<file path="src/hw/rtl/sld_pkg.sv">
// Shared constants, types and codes of the sync/length frame decoder.
`default_nettype none
package sld_pkg;

  localparam int BUFFER_DEPTH = 128;
  localparam int ADDR_W       = $clog2(BUFFER_DEPTH);

  localparam logic [7:0] SYNC_FIRST  = 8'h55;
  localparam logic [7:0] SYNC_SECOND = 8'hAA;
  localparam logic [7:0] FRAME_ID    = 8'h38;
  localparam logic [7:0] MOD_ANALOG  = 8'h07;
  localparam logic [7:0] MOD_MOTOR   = 8'h08;
  localparam logic [7:0] METH_LOW    = 8'h60;
  localparam logic [7:0] METH_HIGH   = 8'h61;
  localparam logic [8:0] LEN_EXTRA   = 9'd8;

  localparam logic [7:0] IDX_LENGTH = 8'd3;
  localparam logic [7:0] IDX_START  = 8'd2;

  localparam logic [ADDR_W-1:0] ADDR_ID     = ADDR_W'(2);
  localparam logic [ADDR_W-1:0] ADDR_MODULE = ADDR_W'(4);
  localparam logic [ADDR_W-1:0] ADDR_METHOD = ADDR_W'(5);
  localparam logic [ADDR_W-1:0] ADDR_DATA   = ADDR_W'(7);

  localparam logic KIND_ANALOG = 1'b0;
  localparam logic KIND_MOTOR  = 1'b1;

  typedef enum logic [1:0] {
    ST_IDLE,
    ST_READ,
    ST_TAKE,
    ST_EMIT
  } dec_state_t;

  typedef enum logic [1:0] {
    PH_ID,
    PH_MODULE,
    PH_METHOD,
    PH_DATA
  } dec_phase_t;

  typedef struct packed {
    logic              en;
    logic [ADDR_W-1:0] addr;
    logic [7:0]        data;
  } wr_req_t;

  typedef struct packed {
    logic              en;
    logic [ADDR_W-1:0] addr;
  } rd_req_t;

endpackage
`default_nettype wire

</file>
<file path="src/hw/rtl/sld_if.sv">
// Handshake channels: received bytes in, decoded records out.
`default_nettype none
interface sld_rx_if;
  logic       valid;
  logic       ready;
  logic [7:0] rx_byte;

  modport source (output valid, output rx_byte, input ready);
  modport sink   (input valid, input rx_byte, output ready);
endinterface

interface sld_res_if;
  logic               valid;
  logic               ready;
  logic               record_kind;
  logic [3:0]         slot;
  logic [15:0]        analog_value;
  logic signed [31:0] motor_position;
  logic signed [15:0] motor_current;
  logic               last_of_frame;

  modport source (output valid, output record_kind, output slot, output analog_value,
                  output motor_position, output motor_current, output last_of_frame,
                  input ready);
  modport sink   (input valid, input record_kind, input slot, input analog_value,
                  input motor_position, input motor_current, input last_of_frame,
                  output ready);
endinterface
`default_nettype wire

</file>
<file path="src/hw/rtl/sld_ram.sv">
// Generic simple dual-port RAM with registered read.
`default_nettype none
module sld_ram #(
  parameter int WIDTH = 8,
  parameter int DEPTH = 128
) (
  input  wire logic                     clk,
  input  wire logic                     wr_en,
  input  wire logic [$clog2(DEPTH)-1:0] wr_addr,
  input  wire logic [WIDTH-1:0]         wr_data,
  input  wire logic                     rd_en,
  input  wire logic [$clog2(DEPTH)-1:0] rd_addr,
  output logic      [WIDTH-1:0]         rd_data
);

  logic [WIDTH-1:0] mem [DEPTH];

  always_ff @(posedge clk) begin
    if (wr_en) begin
      mem[wr_addr] <= wr_data;
    end
    if (rd_en) begin
      rd_data <= mem[rd_addr];
    end
  end

endmodule
`default_nettype wire

</file>
<file path="src/hw/rtl/sld_store.sv">
// Frame store: RAM plus per-entry valid bits so unwritten entries read as zero.
`default_nettype none
module sld_store
  import sld_pkg::*;
(
  input  wire logic    clk,
  input  wire logic    rst,
  input  wire wr_req_t wr,
  input  wire rd_req_t rd,
  output logic [7:0]   rd_data
);

  logic [BUFFER_DEPTH-1:0] written;
  logic                    rd_written;
  logic [7:0]              ram_data;

  sld_ram #(.WIDTH(8), .DEPTH(BUFFER_DEPTH)) u_ram (
    .clk     (clk),
    .wr_en   (wr.en),
    .wr_addr (wr.addr),
    .wr_data (wr.data),
    .rd_en   (rd.en),
    .rd_addr (rd.addr),
    .rd_data (ram_data)
  );

  always_ff @(posedge clk) begin
    if (rst) begin
      written    <= '0;
      rd_written <= 1'b0;
    end else begin
      if (wr.en) begin
        written[wr.addr] <= 1'b1;
      end
      if (rd.en) begin
        rd_written <= written[rd.addr];
      end
    end
  end

  assign rd_data = rd_written ? ram_data : 8'd0;

endmodule
`default_nettype wire

</file>
<file path="src/hw/rtl/sld_writer.sv">
// Sync hunt, frame length tracking and store writes for incoming bytes.
`default_nettype none
module sld_writer
  import sld_pkg::*;
(
  input  wire logic       clk,
  input  wire logic       rst,
  input  wire logic       accept,
  input  wire logic [7:0] rx_byte,
  output wr_req_t         wr,
  output logic            start
);

  logic [7:0] previous_byte;
  logic       in_frame;
  logic [7:0] write_index;
  logic [8:0] expected_length;

  logic [8:0] index_next;
  logic [8:0] length_eff;
  logic       complete;
  logic       overflow;

  always_comb begin
    index_next = {1'b0, write_index} + 9'd1;
    length_eff = (write_index == IDX_LENGTH) ? ({1'b0, rx_byte} + LEN_EXTRA)
                                             : expected_length;
    complete   = (index_next == length_eff);
    overflow   = (index_next >= 9'(BUFFER_DEPTH));
    wr.en      = accept && in_frame && ({1'b0, write_index} < 9'(BUFFER_DEPTH));
    wr.addr    = write_index[ADDR_W-1:0];
    wr.data    = rx_byte;
    start      = accept && in_frame && complete;
  end

  always_ff @(posedge clk) begin
    if (rst) begin
      previous_byte   <= 8'd0;
      in_frame        <= 1'b0;
      write_index     <= 8'd0;
      expected_length <= 9'd2;
    end else if (accept) begin
      if (!in_frame) begin
        if (previous_byte == SYNC_FIRST && rx_byte == SYNC_SECOND) begin
          in_frame      <= 1'b1;
          write_index   <= IDX_START;
          previous_byte <= 8'd0;
        end else begin
          previous_byte <= rx_byte;
        end
      end else begin
        if (write_index == IDX_LENGTH) begin
          expected_length <= length_eff;
        end
        write_index <= index_next[7:0];
        if (complete || overflow) begin
          in_frame <= 1'b0;
        end
      end
    end
  end

endmodule
`default_nettype wire

</file>
<file path="src/hw/rtl/sld_decoder.sv">
// Read sequencer over the frame store and result output register.
`default_nettype none
module sld_decoder
  import sld_pkg::*;
(
  input  wire logic       clk,
  input  wire logic       rst,
  input  wire logic       start,
  input  wire logic [7:0] rd_data,
  output rd_req_t         rd,
  output logic            busy,
  sld_res_if.source       res
);

  dec_state_t        state, state_next;
  dec_phase_t        phase, phase_next;
  logic [ADDR_W-1:0] rd_addr, rd_addr_next;
  logic [2:0]        byte_cnt, byte_cnt_next;
  logic [2:0]        rec_cnt, rec_cnt_next;
  logic              kind, kind_next;
  logic              base_hi, base_hi_next;
  logic [47:0]       acc, acc_next;

  logic              res_valid, res_valid_next;
  logic              load;
  logic              rec_last;

  always_ff @(posedge clk) begin
    if (rst) begin
      state     <= ST_IDLE;
      res_valid <= 1'b0;
    end else begin
      state     <= state_next;
      res_valid <= res_valid_next;
    end
    phase    <= phase_next;
    rd_addr  <= rd_addr_next;
    byte_cnt <= byte_cnt_next;
    rec_cnt  <= rec_cnt_next;
    kind     <= kind_next;
    base_hi  <= base_hi_next;
    acc      <= acc_next;
    if (load) begin
      res.record_kind    <= kind;
      res.slot           <= {base_hi, 3'(rec_cnt)} | {1'b0, rec_cnt};
      res.analog_value   <= (kind == KIND_ANALOG) ? acc[15:0] : 16'd0;
      res.motor_position <= (kind == KIND_MOTOR) ? acc[47:16] : 32'sd0;
      res.motor_current  <= (kind == KIND_MOTOR) ? acc[15:0] : 16'sd0;
      res.last_of_frame  <= rec_last;
    end
  end

  always_comb begin
    state_next    = state;
    phase_next    = phase;
    rd_addr_next  = rd_addr;
    byte_cnt_next = byte_cnt;
    rec_cnt_next  = rec_cnt;
    kind_next     = kind;
    base_hi_next  = base_hi;
    acc_next      = acc;
    rd.en         = 1'b0;
    rd.addr       = rd_addr;
    load          = 1'b0;
    rec_last      = (kind == KIND_MOTOR) ? (rec_cnt == 3'd3) : (rec_cnt == 3'd7);
    res_valid_next = res_valid && !res.ready;

    unique case (state)
      ST_IDLE: begin
        if (start) begin
          phase_next   = PH_ID;
          rd_addr_next = ADDR_ID;
          state_next   = ST_READ;
        end
      end
      ST_READ: begin
        rd.en      = 1'b1;
        state_next = ST_TAKE;
      end
      ST_TAKE: begin
        unique case (phase)
          PH_ID: begin
            if (rd_data == FRAME_ID) begin
              phase_next   = PH_MODULE;
              rd_addr_next = ADDR_MODULE;
              state_next   = ST_READ;
            end else begin
              state_next = ST_IDLE;
            end
          end
          PH_MODULE: begin
            if (rd_data == MOD_ANALOG) begin
              phase_next   = PH_METHOD;
              rd_addr_next = ADDR_METHOD;
              state_next   = ST_READ;
            end else if (rd_data == MOD_MOTOR) begin
              kind_next     = KIND_MOTOR;
              base_hi_next  = 1'b0;
              phase_next    = PH_DATA;
              rd_addr_next  = ADDR_DATA;
              byte_cnt_next = 3'd0;
              rec_cnt_next  = 3'd0;
              state_next    = ST_READ;
            end else begin
              state_next = ST_IDLE;
            end
          end
          PH_METHOD: begin
            if (rd_data == METH_LOW || rd_data == METH_HIGH) begin
              kind_next     = KIND_ANALOG;
              base_hi_next  = (rd_data == METH_HIGH);
              phase_next    = PH_DATA;
              rd_addr_next  = ADDR_DATA;
              byte_cnt_next = 3'd0;
              rec_cnt_next  = 3'd0;
              state_next    = ST_READ;
            end else begin
              state_next = ST_IDLE;
            end
          end
          PH_DATA: begin
            acc_next      = {acc[39:0], rd_data};
            rd_addr_next  = rd_addr + ADDR_W'(1);
            byte_cnt_next = byte_cnt + 3'd1;
            if (byte_cnt == ((kind == KIND_MOTOR) ? 3'd5 : 3'd1)) begin
              state_next = ST_EMIT;
            end else begin
              state_next = ST_READ;
            end
          end
        endcase
      end
      ST_EMIT: begin
        if (!res_valid || res.ready) begin
          load           = 1'b1;
          res_valid_next = 1'b1;
          byte_cnt_next  = 3'd0;
          rec_cnt_next   = rec_cnt + 3'd1;
          state_next     = rec_last ? ST_IDLE : ST_READ;
        end
      end
    endcase
  end

  assign busy      = (state != ST_IDLE);
  assign res.valid = res_valid;

endmodule
`default_nettype wire

</file>
<file path="src/hw/rtl/sync_length_frame_decoder_core.sv">
// Top level of the sync/length frame decoder.
// Takes one received byte per transaction, one per cycle while no frame is
// being decoded. The byte that completes a frame starts a decode pass over
// the frame store, during which rx.ready is low: each store byte is read on
// the single read port in a read state and taken in a take state, and each
// record then passes an emit state to load the output register, which waits
// out any stall on the result channel; a frame with an unknown ID, module or
// method ends the pass early. Results leave through an output register, so
// the next bytes are taken while the final record still waits. Stored bytes
// are tracked by per-entry valid bits, so no clearing pass follows reset.
// Frames longer than the buffer are dropped.
`default_nettype none
module sync_length_frame_decoder_core
  import sld_pkg::*;
(
  input  wire logic clk,
  input  wire logic rst,
  sld_rx_if.sink    rx,
  sld_res_if.source res
);

  wr_req_t    wr;
  rd_req_t    rd;
  logic [7:0] rd_data;
  logic       start;
  logic       busy;

  assign rx.ready = !busy;

  sld_writer u_writer (
    .clk     (clk),
    .rst     (rst),
    .accept  (rx.valid && rx.ready),
    .rx_byte (rx.rx_byte),
    .wr      (wr),
    .start   (start)
  );

  sld_store u_store (
    .clk     (clk),
    .rst     (rst),
    .wr      (wr),
    .rd      (rd),
    .rd_data (rd_data)
  );

  sld_decoder u_decoder (
    .clk     (clk),
    .rst     (rst),
    .start   (start),
    .rd_data (rd_data),
    .rd      (rd),
    .busy    (busy),
    .res     (res)
  );

endmodule
`default_nettype wire
</file>
<file path="src/flat_wrapper.sv">
// flat-port wrapper written by rule: the top's interface ports become plain ports
module sync_length_frame_decoder_core_flat import sld_pkg::*;
  (clk, rst, rx_valid, rx_rx_byte, rx_ready, res_valid, res_record_kind, res_slot, res_analog_value, res_motor_position, res_motor_current, res_last_of_frame, res_ready);
  sld_rx_if rx_i ();
  sld_res_if res_i ();
  input  wire logic clk;
  input  wire logic rst;
  input wire logic [$bits(rx_i.valid)-1:0] rx_valid;
  input wire logic [$bits(rx_i.rx_byte)-1:0] rx_rx_byte;
  output wire logic [$bits(rx_i.ready)-1:0] rx_ready;
  output wire logic [$bits(res_i.valid)-1:0] res_valid;
  output wire logic [$bits(res_i.record_kind)-1:0] res_record_kind;
  output wire logic [$bits(res_i.slot)-1:0] res_slot;
  output wire logic [$bits(res_i.analog_value)-1:0] res_analog_value;
  output wire logic [$bits(res_i.motor_position)-1:0] res_motor_position;
  output wire logic [$bits(res_i.motor_current)-1:0] res_motor_current;
  output wire logic [$bits(res_i.last_of_frame)-1:0] res_last_of_frame;
  input wire logic [$bits(res_i.ready)-1:0] res_ready;
  assign rx_i.valid = rx_valid;
  assign rx_i.rx_byte = rx_rx_byte;
  assign rx_ready = rx_i.ready;
  assign res_valid = res_i.valid;
  assign res_record_kind = res_i.record_kind;
  assign res_slot = res_i.slot;
  assign res_analog_value = res_i.analog_value;
  assign res_motor_position = res_i.motor_position;
  assign res_motor_current = res_i.motor_current;
  assign res_last_of_frame = res_i.last_of_frame;
  assign res_i.ready = res_ready;
  sync_length_frame_decoder_core u_core (.clk(clk), .rst(rst), .rx(rx_i), .res(res_i));
endmodule
</file>
<file path="config.mk">
export PLATFORM = sky130hd
export DESIGN_NAME = sync_length_frame_decoder_core_flat
export DESIGN_NICKNAME = d
export VERILOG_FILES = /design/src/hw/rtl/sld_pkg.sv /design/src/hw/rtl/sld_if.sv /design/src/hw/rtl/sld_ram.sv /design/src/hw/rtl/sld_store.sv /design/src/hw/rtl/sld_writer.sv /design/src/hw/rtl/sld_decoder.sv /design/src/hw/rtl/sync_length_frame_decoder_core.sv /design/src/flat_wrapper.sv
export SDC_FILE = /design/constraint.sdc
export NUM_CORES = 1
export LEC_CHECK = 0
export CELL_PAD_IN_SITES_DETAIL_PLACEMENT = 1
export CELL_PAD_IN_SITES_GLOBAL_PLACEMENT = 2
export CORE_MARGIN = 4
export CORE_UTILIZATION = 40
export CTS_CLUSTER_SIZE = 24
export DETAILED_ROUTE_END_ITERATION = 16
export DONT_BUFFER_PORTS = 1
export PLACE_DENSITY = 0.63
export SYNTH_ARGS = -nofsm -noshare
export SYNTH_HDL_FRONTEND = slang
export SYNTH_SLANG_ARGS = --single-unit
export TNS_END_PERCENT = 5
</file>
<file path="constraint.sdc">
create_clock -name clk -period 9.6 [get_ports clk]
set_clock_uncertainty 0.2 [all_clocks]
set_input_delay 0 -clock clk [delete_from_list [all_inputs] [get_ports clk]]
set_output_delay 0 -clock clk [all_outputs]
set_load 0.005 [all_outputs]
</file>
### Yosys cells after proc, flatten, opt, wreduce, memory -nomap -nowiden

Memories as Yosys holds them, arrays and structs flattened. A register that Yosys moved wholly into a read port is not among the register bits.
Index checks and enable logic that the tools add are counted.

* bits in registers: 293
* word-level logic and storage cells: 158
* RAM bits: 1024
* input bits: 12
* memories kept: 1

Memory list
* u_core.u_store.u_ram.mem: depth 128, bits a word 8, read ports 1, clocked after memory_dff 1, write ports 1, line sld_ram.sv:16 `logic [WIDTH-1:0] mem [DEPTH];`

* reductions and logical operators: 30
* bitwise gates (word level): 3
* add/sub/neg operators: 5
* $lt $le $gt $ge: 5
* multiplexer cells: 62
* eq/ne operators: 31

Operators by type and width (number)
* bitwise OR 128 bit: 1
* two-way mux 7 bit: 5
* two-way mux 8 bit: 4
* one-hot mux 7 bit (4 select lines): 1
* equality test 8 x 7 -> 1 bit, second input constant: 3
* two-way mux 1 bit: 24
* two-way mux 3 bit: 6
* one-hot mux 3 bit (2 select lines): 3
* AND reduction 6 bit: 3
* < comparator 7 x 8 -> 1 bit, second input constant: 2
* two-way mux 2 bit: 8
* one-hot mux 2 bit (4 select lines): 2
* one-hot mux 7 bit (2 select lines): 1
* inequality test 3 bit, second input constant: 4
* AND reduction 5 bit: 2
* nonzero test 2 bit: 5
* adder 8 x 1 -> 9 bit, second input constant: 1
* adder 8 x 4 -> 9 bit, second input constant: 1
* equality test 9 bit: 1
* greater-or-equal comparator 9 x 8 -> 1 bit, second input constant: 1
* two-way mux 9 bit: 1
* one-hot mux 3 bit (3 select lines): 1
* equality test 2 bit, second input constant: 4
* equality test 8 x 2 -> 1 bit, second input constant: 1
* other kinds (31): 51

### Depth between registers and ports, before layout

Gate-level depths: netlist (run 1).

* depth in word-level cells: 7
* gate-level depth with buffers: 11
* gate-level depth less buffers: 8

### By module

Synthesis (run 1) repeated with hierarchy kept, for this count alone.

* cells, all modules: 2719
* area, all modules: 51904.8 um^2

By module, submodules not included
* sld_ram: cells an instance 1635, area an instance 39745.6 um^2, instances 1
* sld_store: cells an instance 561, area an instance 5276.3 um^2, instances 1
* sld_decoder: cells an instance 313, area an instance 5222.5 um^2, instances 1
* sld_writer: cells an instance 208, area an instance 1650.3 um^2, instances 1
* sync_length_frame_decoder_core: cells an instance 2, area an instance 10.0 um^2, instances 1

### Least setup slack after synthesis (run 1)

Ideal clock, no wire load.

* kind: register to register
* start: register u_core.u_decoder.state[1]
* end: register u_core.u_decoder.res.analog_value[0], enable pin
* arrival: 3859 ps
* period minus slack after synthesis: 4564 ps
* library setup time: 506 ps
* path buffers: 1
* stages on the path, launching flop included: 4
* slack: 5036 ps
* required time: 8894 ps
* path through: dfxtp_1 > clkbuf_1 > nand2_1 > nor2b_1

* longest elaborated chain between the ends: 2

Ends and longest elaborated chain
* start: declaration: line sld_decoder.sv:15 `dec_state_t state, state_next;`
* start signal: assignment: line sld_decoder.sv:33 `state <= state_next;`
* equality test 2 bit: line sld_decoder.sv:68 `unique case (state)`
* two-way mux 1 bit: line sld_decoder.sv:68
* net u_core.u_decoder.load: line sld_decoder.sv:25 `logic load;`
* end signal: assignment: line sld_decoder.sv:46 `res.analog_value <= (kind == KIND_ANALOG) ? acc[15:0] : 16'd0;`
* end: declaration: line sld_if.sv:22 `modport source (output valid, output record_kind, output slot, output analog_value,`

The timed path passes the listed nets, and every way through them passes these cells.
A chain may end at the register's enable or synchronous reset.

==> results.sh, run 1 <==
export IMPL_synth_seq_cells=1325
export IMPL_clockRootBuffer="clkbuf_16"
export IMPL_cts_hold_buffers=44
export IMPL_n_antenna_cell=0
export IMPL_crit_chain="buf_12, buf_4, mux4_2, mux4_2, a22o_1, nor2_1, a21oi_1"
export IMPL_htreeDepth=4
export IMPL_dp_slack_ns=4.87
export IMPL_io_pins=84
export IMPL_r2r_cells=7
export IMPL_switchingPower_w=0.00235
export IMPL_drv_slew=0
export IMPL_worst_pin_slew_ns=1.32
export IMPL_wl_per_cell_um=29.0
export IMPL_dieWidth_um=366
export IMPL_cp_num_buf_inv=2
export IMPL_crit_type="reg -> reg"
export IMPL_cp_required_ns=9.90
export IMPL_period_share_pct=47.3
export IMPL_port_buffers=0
export IMPL_antenna_found_initial=4
export IMPL_combPwrFrac_pct=1.0
export IMPL_fin_ws_ns=5.06
export IMPL_p_leak_nw=18.3
export IMPL_status="completed"
export IMPL_drt_iter0_markers=1991
export IMPL_initial_core_util_pct=40.2
export IMPL_finalSetupViolCount=0
export IMPL_cp_arrival_ns=4.84
export IMPL_timing_reg2reg_setup_slack_ns=5.06
export IMPL_power_w=0.0117
export IMPL_drc=0
export IMPL_max_stage_delay_ns=0.89
export IMPL_endpoint_kind="flop"
export IMPL_coreArea_mm2=0.127
export IMPL_fin_util_pct=45.8
export IMPL_critPathMostFrequentCell="mux4_2"
export IMPL_reg2reg_to="u_core.u_store.u_ram.rd_data[5]"
export IMPL_async_flop_share_pct=0
export IMPL_synth_cell_types=62
export IMPL_grt_pass1_wl_um=195000
export IMPL_avgSynthCellArea_um2=18.9
export IMPL_max_slew_margin_rel_pct=11.9
export IMPL_fin_tns_setup_ns=0
export IMPL_antenna_left=0
export IMPL_synth_nets=2731
export IMPL_start_kind="flop"
export IMPL_cp_depth=7
export IMPL_cp_max_fo=111
export IMPL_die_h_um=366
export IMPL_rows=131
export IMPL_cts_tree="yes"
export IMPL_clkPwrFrac_pct=45.5
export IMPL_place_gp_congestion=0.767
export IMPL_via_per_inst=5.62
export IMPL_cts_made_buffers=143
export IMPL_hold_path_endpoint="u_core.u_decoder.state[1]"
export IMPL_grt_max_degree=145
export IMPL_cts_buffer_depth=3
export IMPL_switching_share_pct=20.1
export IMPL_fill_cells=11800
export IMPL_maxCapViolCount=0
export IMPL_power_density_mw_per_mm2=200
export IMPL_syn_cell_area_mm2=0.0513
export IMPL_yosys_most_used_dff="edfxtp_1"
export IMPL_track_usage_pct=19.9
export IMPL_wirelength_um=133000
export IMPL_clk_pin_slew_ns=0.06
export IMPL_hold_start="res_ready"
export IMPL_yosysSeqAreaShare_pct=74.5
export IMPL_synthCells=2708
export IMPL_clk_insertion_delay_late_ns=0.77
export IMPL_dp_hpwl_um=76800
export IMPL_first_pass_iters=5
export IMPL_finalHoldViolCount=0
export IMPL_drive_above_1_share_pct=21.3
export IMPL_grt_overflow=0
export IMPL_fmax_mhz=220
export IMPL_hold_path_class="in -> reg"
export IMPL_peakVddDrop_mv=0.187
export IMPL_internal_power_w=0.00934
export IMPL_synth_edf_count=1167
export IMPL_finalNonFillerCells=4582
export IMPL_crit_family="buffers and inverters"
export IMPL_cts_sinks=1325
export IMPL_rsz0062_at_grt="no"
export IMPL_place_inst=4272
export IMPL_die_area_mm2=0.134
export IMPL_grt_pass1_vias=27400
export IMPL_nets=2822
export IMPL_critPathLaunch="u_core.u_decoder.rd_addr[0]"
export IMPL_cts_setup_buffers=0
export IMPL_yosysWarnings=0
export IMPL_timing_rr_start="u_core.u_decoder.rd_addr[0]"
export IMPL_synthToLayoutAreaGrowth_pct=13.8
export IMPL_seqPwrFrac_pct=53.5
export IMPL_post_cts_resized=0
export IMPL_hold_depth=5
export IMPL_period_needed_ns=4.54
export IMPL_crit_path_top_delay_cell="buf_4"
export IMPL_vias=25700
[power by group through the flow]
stage / logic (W) / registers (W) / clock network, W
floorplan: 0.0000152 / 0.00638 / 0
global placement: 0.0000108 / 0.00637 / 0
detailed placement: 0.0000114 / 0.00637 / 0
CTS: 0.000123 / 0.00625 / 0.00545
global route: 0.000130 / 0.00625 / 0.00571
finish: 0.000119 / 0.00625 / 0.00531
[cell type report]
class	count	area, um^2	area share, %
inverter	12	45.0	0.0772
timing repair buffer	98	1070	1.83
clock buffer	191	3910	6.71
sequential	1325	38200	65.5
clock inverter	75	618	1.06
tap	1662	2080	3.56
multi-input combinational	1219	12400	21.3
[through the flow]
| stage | hold slack, ns | area (um^2) |
|---|---|---|
| after global placement | -0.110 | 53200 |
| final | 0.0884 | 58300 |
| after floorplan | -0.104 | 51300 |
| after detailed placement | -0.114 | 53200 |
| after global routing | 0.131 | 58300 |
| after CTS | 0.0345 | 58300 |
[layer usage]
metal | wire (um) | track usage, %
met4 | 2560 | 5.00
met3 | 6630 | 3.24
met5 | 0 | 0
met1 | 57500 | 27.6
met2 | 65900 | 33.0
[worst min-delay path: cells and delay by family]
family / cells / cell delay (ns)
buf+inv: 1 / 0.53
simple gates: 3 / 0.41
compound gates: 1 / 0.06
[worst max-delay path by stage]
stage                                            to  slack (ns)
3_5_place_dp        u_core.u_store.u_ram.rd_data[5]        4.87
4_1_cts             u_core.u_store.u_ram.rd_data[5]        4.87
6_report            u_core.u_store.u_ram.rd_data[5]        5.06
3_3_place_gp        u_core.u_store.u_ram.rd_data[5]        4.92
2_1_floorplan  u_core.u_decoder.res.analog_value[0]        5.04
5_1_grt             u_core.u_store.u_ram.rd_data[5]        4.75
[cells by family after synthesis]
logic type               synth area share [%]
multiplexers                             15.8
buffers and inverters                    1.28
AND/OR/NAND/NOR                          5.66
flip-flops                               74.5
AO/OA/AOI/OAI                            2.02
adder cells (fa/ha/maj)                 0.269
XOR/XNOR                                0.410
[state kept, by name, indices dropped and copies added, names as in the netlist, 3 cells and up]
name,cells
u_core.u_store.u_ram.mem,1024
u_core.u_decoder.byte_cnt,3
u_core.u_writer.write_index,8
u_core.u_decoder.rec_cnt,3
u_core.u_decoder.rd_addr,7
u_core.u_decoder.res.analog_value,16
u_core.u_decoder.res.motor_position,32
u_core.u_store.u_ram.rd_data,8
u_core.u_decoder.res.motor_current,16
u_core.u_store.written,128
u_core.u_decoder.acc,48
u_core.u_decoder.res.slot,4
u_core.u_writer.previous_byte,8
u_core.u_writer.expected_length,9
[cell usage in the layout, fill, tap and decap left out, types with 12 or more instances in the layout]
| master | count |
|---|---|
| a21oi_1 | 37 |
| a22oi_1 | 16 |
| and2_1 | 57 |
| buf_4 | 49 |
| clkbuf_1 | 36 |
| clkbuf_16 | 146 |
| clkinv_1 | 33 |
| clkinv_2 | 20 |
| dfxtp_1 | 158 |
| dlygate4sd3_1 | 35 |
| edfxtp_1 | 1167 |
| mux2_2 | 18 |
| mux2i_1 | 40 |
| mux4_2 | 333 |
| nand2_1 | 49 |
| nand3_1 | 37 |
| nor2_1 | 403 |
| nor2b_1 | 29 |
| nor3_1 | 12 |
| o21a_1 | 24 |
| o21ai_0 | 13 |
| xnor2_1 | 14 |
[cell usage after synthesis (all sizes together) (9+ instances only)]
| library cell | n | area, um^2 |
|---|---|---|
| edfxtp | 1167 | 35000 |
| nor2 | 403 | 1510 |
| mux4 | 333 | 7500 |
| dfxtp | 158 | 3160 |
| clkbuf | 102 | 383 |
| and2 | 57 | 357 |
| buf | 50 | 226 |
| nand2 | 49 | 184 |
| mux2i | 40 | 400 |
| a21oi | 37 | 185 |
| nand3 | 37 | 185 |
| nor2b | 30 | 188 |
| o21a | 24 | 180 |
| mux2 | 18 | 203 |
| a22oi | 16 | 120 |
| o21ai | 15 | 75.1 |
| xnor2 | 14 | 123 |
| nor3 | 13 | 76.3 |
| ha | 11 | 138 |
| inv | 11 | 41.3 |
| xor2 | 10 | 87.6 |
| and3 | 9 | 56.3 |
| o22ai | 9 | 56.3 |
Power figures use the tool's default switching activity.
==> run 2: changes to the inputs <==
--- a/config.mk
+++ b/config.mk
@@ -12,7 +12,7 @@
 export CTS_CLUSTER_SIZE = 24
 export DETAILED_ROUTE_END_ITERATION = 16
 export DONT_BUFFER_PORTS = 1
-export PLACE_DENSITY = 0.63
+export PLACE_DENSITY = 0.66
 export SYNTH_ARGS = -nofsm -noshare
 export SYNTH_HDL_FRONTEND = slang
 export SYNTH_SLANG_ARGS = --single-unit
==> constraint.sdc (replaced) <==
create_clock -name clk -period 4 [get_ports clk]
set_clock_uncertainty 0.2 [all_clocks]
set_input_delay 0 -clock clk [delete_from_list [all_inputs] [get_ports clk]]
set_output_delay 0 -clock clk [all_outputs]
set_load 0.005 [all_outputs]
==> results.sh, run 2 (same netlist as run 1, synthesis figures left out) <==
export IMPL_rsz0062_at_grt="no"
export IMPL_hold_path_class="in -> reg"
export IMPL_cts_setup_buffers=0
export IMPL_dp_slack_ns=0.412
export IMPL_drc=0
export IMPL_finalHoldViolCount=0
export IMPL_first_pass_iters=5
export IMPL_drive_above_1_share_pct=24.2
export IMPL_grt_pass1_vias=27600
export IMPL_wirelength_um=128000
export IMPL_antenna_left=0
export IMPL_peakVddDrop_mv=0.420
export IMPL_largestRegisters="u_core.u_store.u_ram.mem: 1024 flops, u_core.u_store.written: 128 flops, u_core.u_decoder.acc: 48 flops"
export IMPL_grt_max_degree=135
export IMPL_clkPwrFrac_pct=45.3
export IMPL_io_pins=84
export IMPL_coreArea_mm2=0.127
export IMPL_place_gp_congestion=0.807
export IMPL_htreeDepth=4
export IMPL_cts_buffer_depth=3
export IMPL_internal_power_w=0.0223
export IMPL_fin_ws_ns=0.459
export IMPL_period_share_pct=88.5
export IMPL_nets=2899
export IMPL_clk_pin_slew_ns=0.06
export IMPL_clockRootBuffer="clkbuf_16"
export IMPL_grt_overflow=0
export IMPL_fill_cells=11700
export IMPL_maxCapViolCount=0
export IMPL_drv_slew=0
export IMPL_fin_tns_setup_ns=0
export IMPL_power_density_mw_per_mm2=474
export IMPL_regMostFlops="u_core.u_store.u_ram.mem"
export IMPL_finalSetupViolCount=0
export IMPL_worst_pin_slew_ns=1.05
export IMPL_die_h_um=366
export IMPL_drt_iter0_markers=2255
export IMPL_rows=131
export IMPL_final_area_mm2=0.0590
export IMPL_crit_chain="or4_1, or3_1, and3_1, a221o_1, a2111oi_4, and4_1, o2bb2ai_1"
export IMPL_seqPwrFrac_pct=53.7
export IMPL_mostFrequentLayoutCells="1,167 x edfxtp_1, 403 x nor2_1, 333 x mux4_2"
export IMPL_clk_insertion_delay_late_ns=0.76
export IMPL_switchingPower_w=0.00562
export IMPL_port_buffers=0
export IMPL_place_inst=4370
export IMPL_met3_length_um=5660
export IMPL_cts_made_buffers=141
export IMPL_wl_met2_um=63000
export IMPL_synthToLayoutAreaGrowth_pct=15.1
export IMPL_cp_required_ns=4.18
export IMPL_period_needed_ns=3.54
export IMPL_cts_sinks=1325
export IMPL_die_area_mm2=0.134
export IMPL_vias=25700
export IMPL_crit_path_top_delay_cell="or4_1"
export IMPL_start_kind="flop"
export IMPL_combPwrFrac_pct=1.0
export IMPL_power_w=0.0280
export IMPL_critPathLaunch="u_core.u_writer.write_index[3]"
export IMPL_max_slew_margin_rel_pct=29.9
export IMPL_track_usage_pct=19.2
export IMPL_cp_max_fo=7
export IMPL_initial_core_util_pct=40.2
export IMPL_switching_share_pct=20.1
export IMPL_cts_tree="yes"
export IMPL_timing_rr_start="u_core.u_writer.write_index[3]"
export IMPL_antenna_found_initial=1
export IMPL_p_leak_nw=18.8
export IMPL_status="completed"
export IMPL_place_area_mm2=0.0541
export IMPL_finalNonFillerCells=4658
export IMPL_endpoint_kind="flop"
export IMPL_cp_arrival_ns=3.72
export IMPL_wl_per_cell_um=27.4
export IMPL_crit_type="reg -> reg"
export IMPL_max_stage_delay_ns=0.69
export IMPL_fmax_mhz=282
export IMPL_dieWidth_um=366
export IMPL_grt_pass1_wl_um=191000
export IMPL_largest_reg_flops=1024
export IMPL_layout_commonest_cell="edfxtp_1"
export IMPL_hold_start="rx_rx_byte[3]"
export IMPL_via_per_inst=5.53
export IMPL_dp_hpwl_um=75900
export IMPL_timing_reg2reg_setup_slack_ns=0.46
export IMPL_wl_met1_um=55900
export IMPL_dr_max_layer_used="met5"
==> run 2: changes by cell type in the layout (fill, tap and decap cells not counted), moves of 3 or more <==
cell | previous run | this run
clkinv_1 | 33 | 18
diode_2 | 0 | 3
buf_12 | 5 | 15
clkbuf_8 | 9 | 15
clkbuf_1 | 36 | 42
dlygate4sd3_1 | 35 | 16
buf_4 | 49 | 137
==> run 2: final cells by class <==
class                      instances  area [um^2]  share of cell area, %
tap                             1662         2080                   3.53
clock buffer                     201         3970                   6.73
inverter                          12         45.0                 0.0764
timing repair buffer             177         1740                   2.94
antenna                            3         7.51                 0.0127
multi-input combinational       1219        12400                   21.0
sequential                      1325        38200                   64.8
clock inverter                    59          526                  0.891
==> run 2: worst paths after layout <==
check	endpoint	cells past startpoint
setup / recovery	u_core.u_decoder.rd_addr[1]	7
hold / removal	u_core.u_store.u_ram.mem[63][3]	2
setup reg to reg	u_core.u_decoder.rd_addr[1]	7
hold reg to reg	u_core.u_decoder.res.slot[3]	0
==> run 2: worst max-delay path, delay by kind of cell, from the launching register on <==
| kind | cells | cell delay (ns) |
|---|---|---|
| AOI/OAI and AO/OA | 3 | 0.94 |
| DFF | 1 | 0.31 |
| and+or+nand+nor | 4 | 1.72 |
==> run 2: power by group through the flow <==
stage          Sequential, W  Combinational, W  Clock [W]
6_report              0.0150          0.000280     0.0127
5_1_grt               0.0150          0.000306     0.0136
4_1_cts               0.0150          0.000287     0.0130
3_5_place_dp          0.0153         0.0000295          0
3_3_place_gp          0.0153         0.0000283          0
2_1_floorplan         0.0153         0.0000366          0
==> run 2: timing repair <==
item / CTS / global route
endpoints found under the setup margin: 0 / 0
resized for setup: 0 / 0
hold buffers: 25 / 0
endpoints found under the hold margin: 1190 / 0
==> run 2: metal layers <==
metal | global-route usage [%] | vias to the layer above
met4 | 5.35 | 2
met2 | 31.6 | 624
met3 | 3.14 | 201
met1 | 26.6 | 13800
met5 | 0 | -
li1 | - | 11100
==> run 2: metrics by stage <==
stage / util (%) / hold slack, ns
floorplan: - / -0.104
global placement: 42.5 / -0.0978
detailed placement: 42.5 / -0.0950
CTS: 46.3 / 0.0497
global route: 46.3 / 0.124
finish: 46.3 / 0.0928
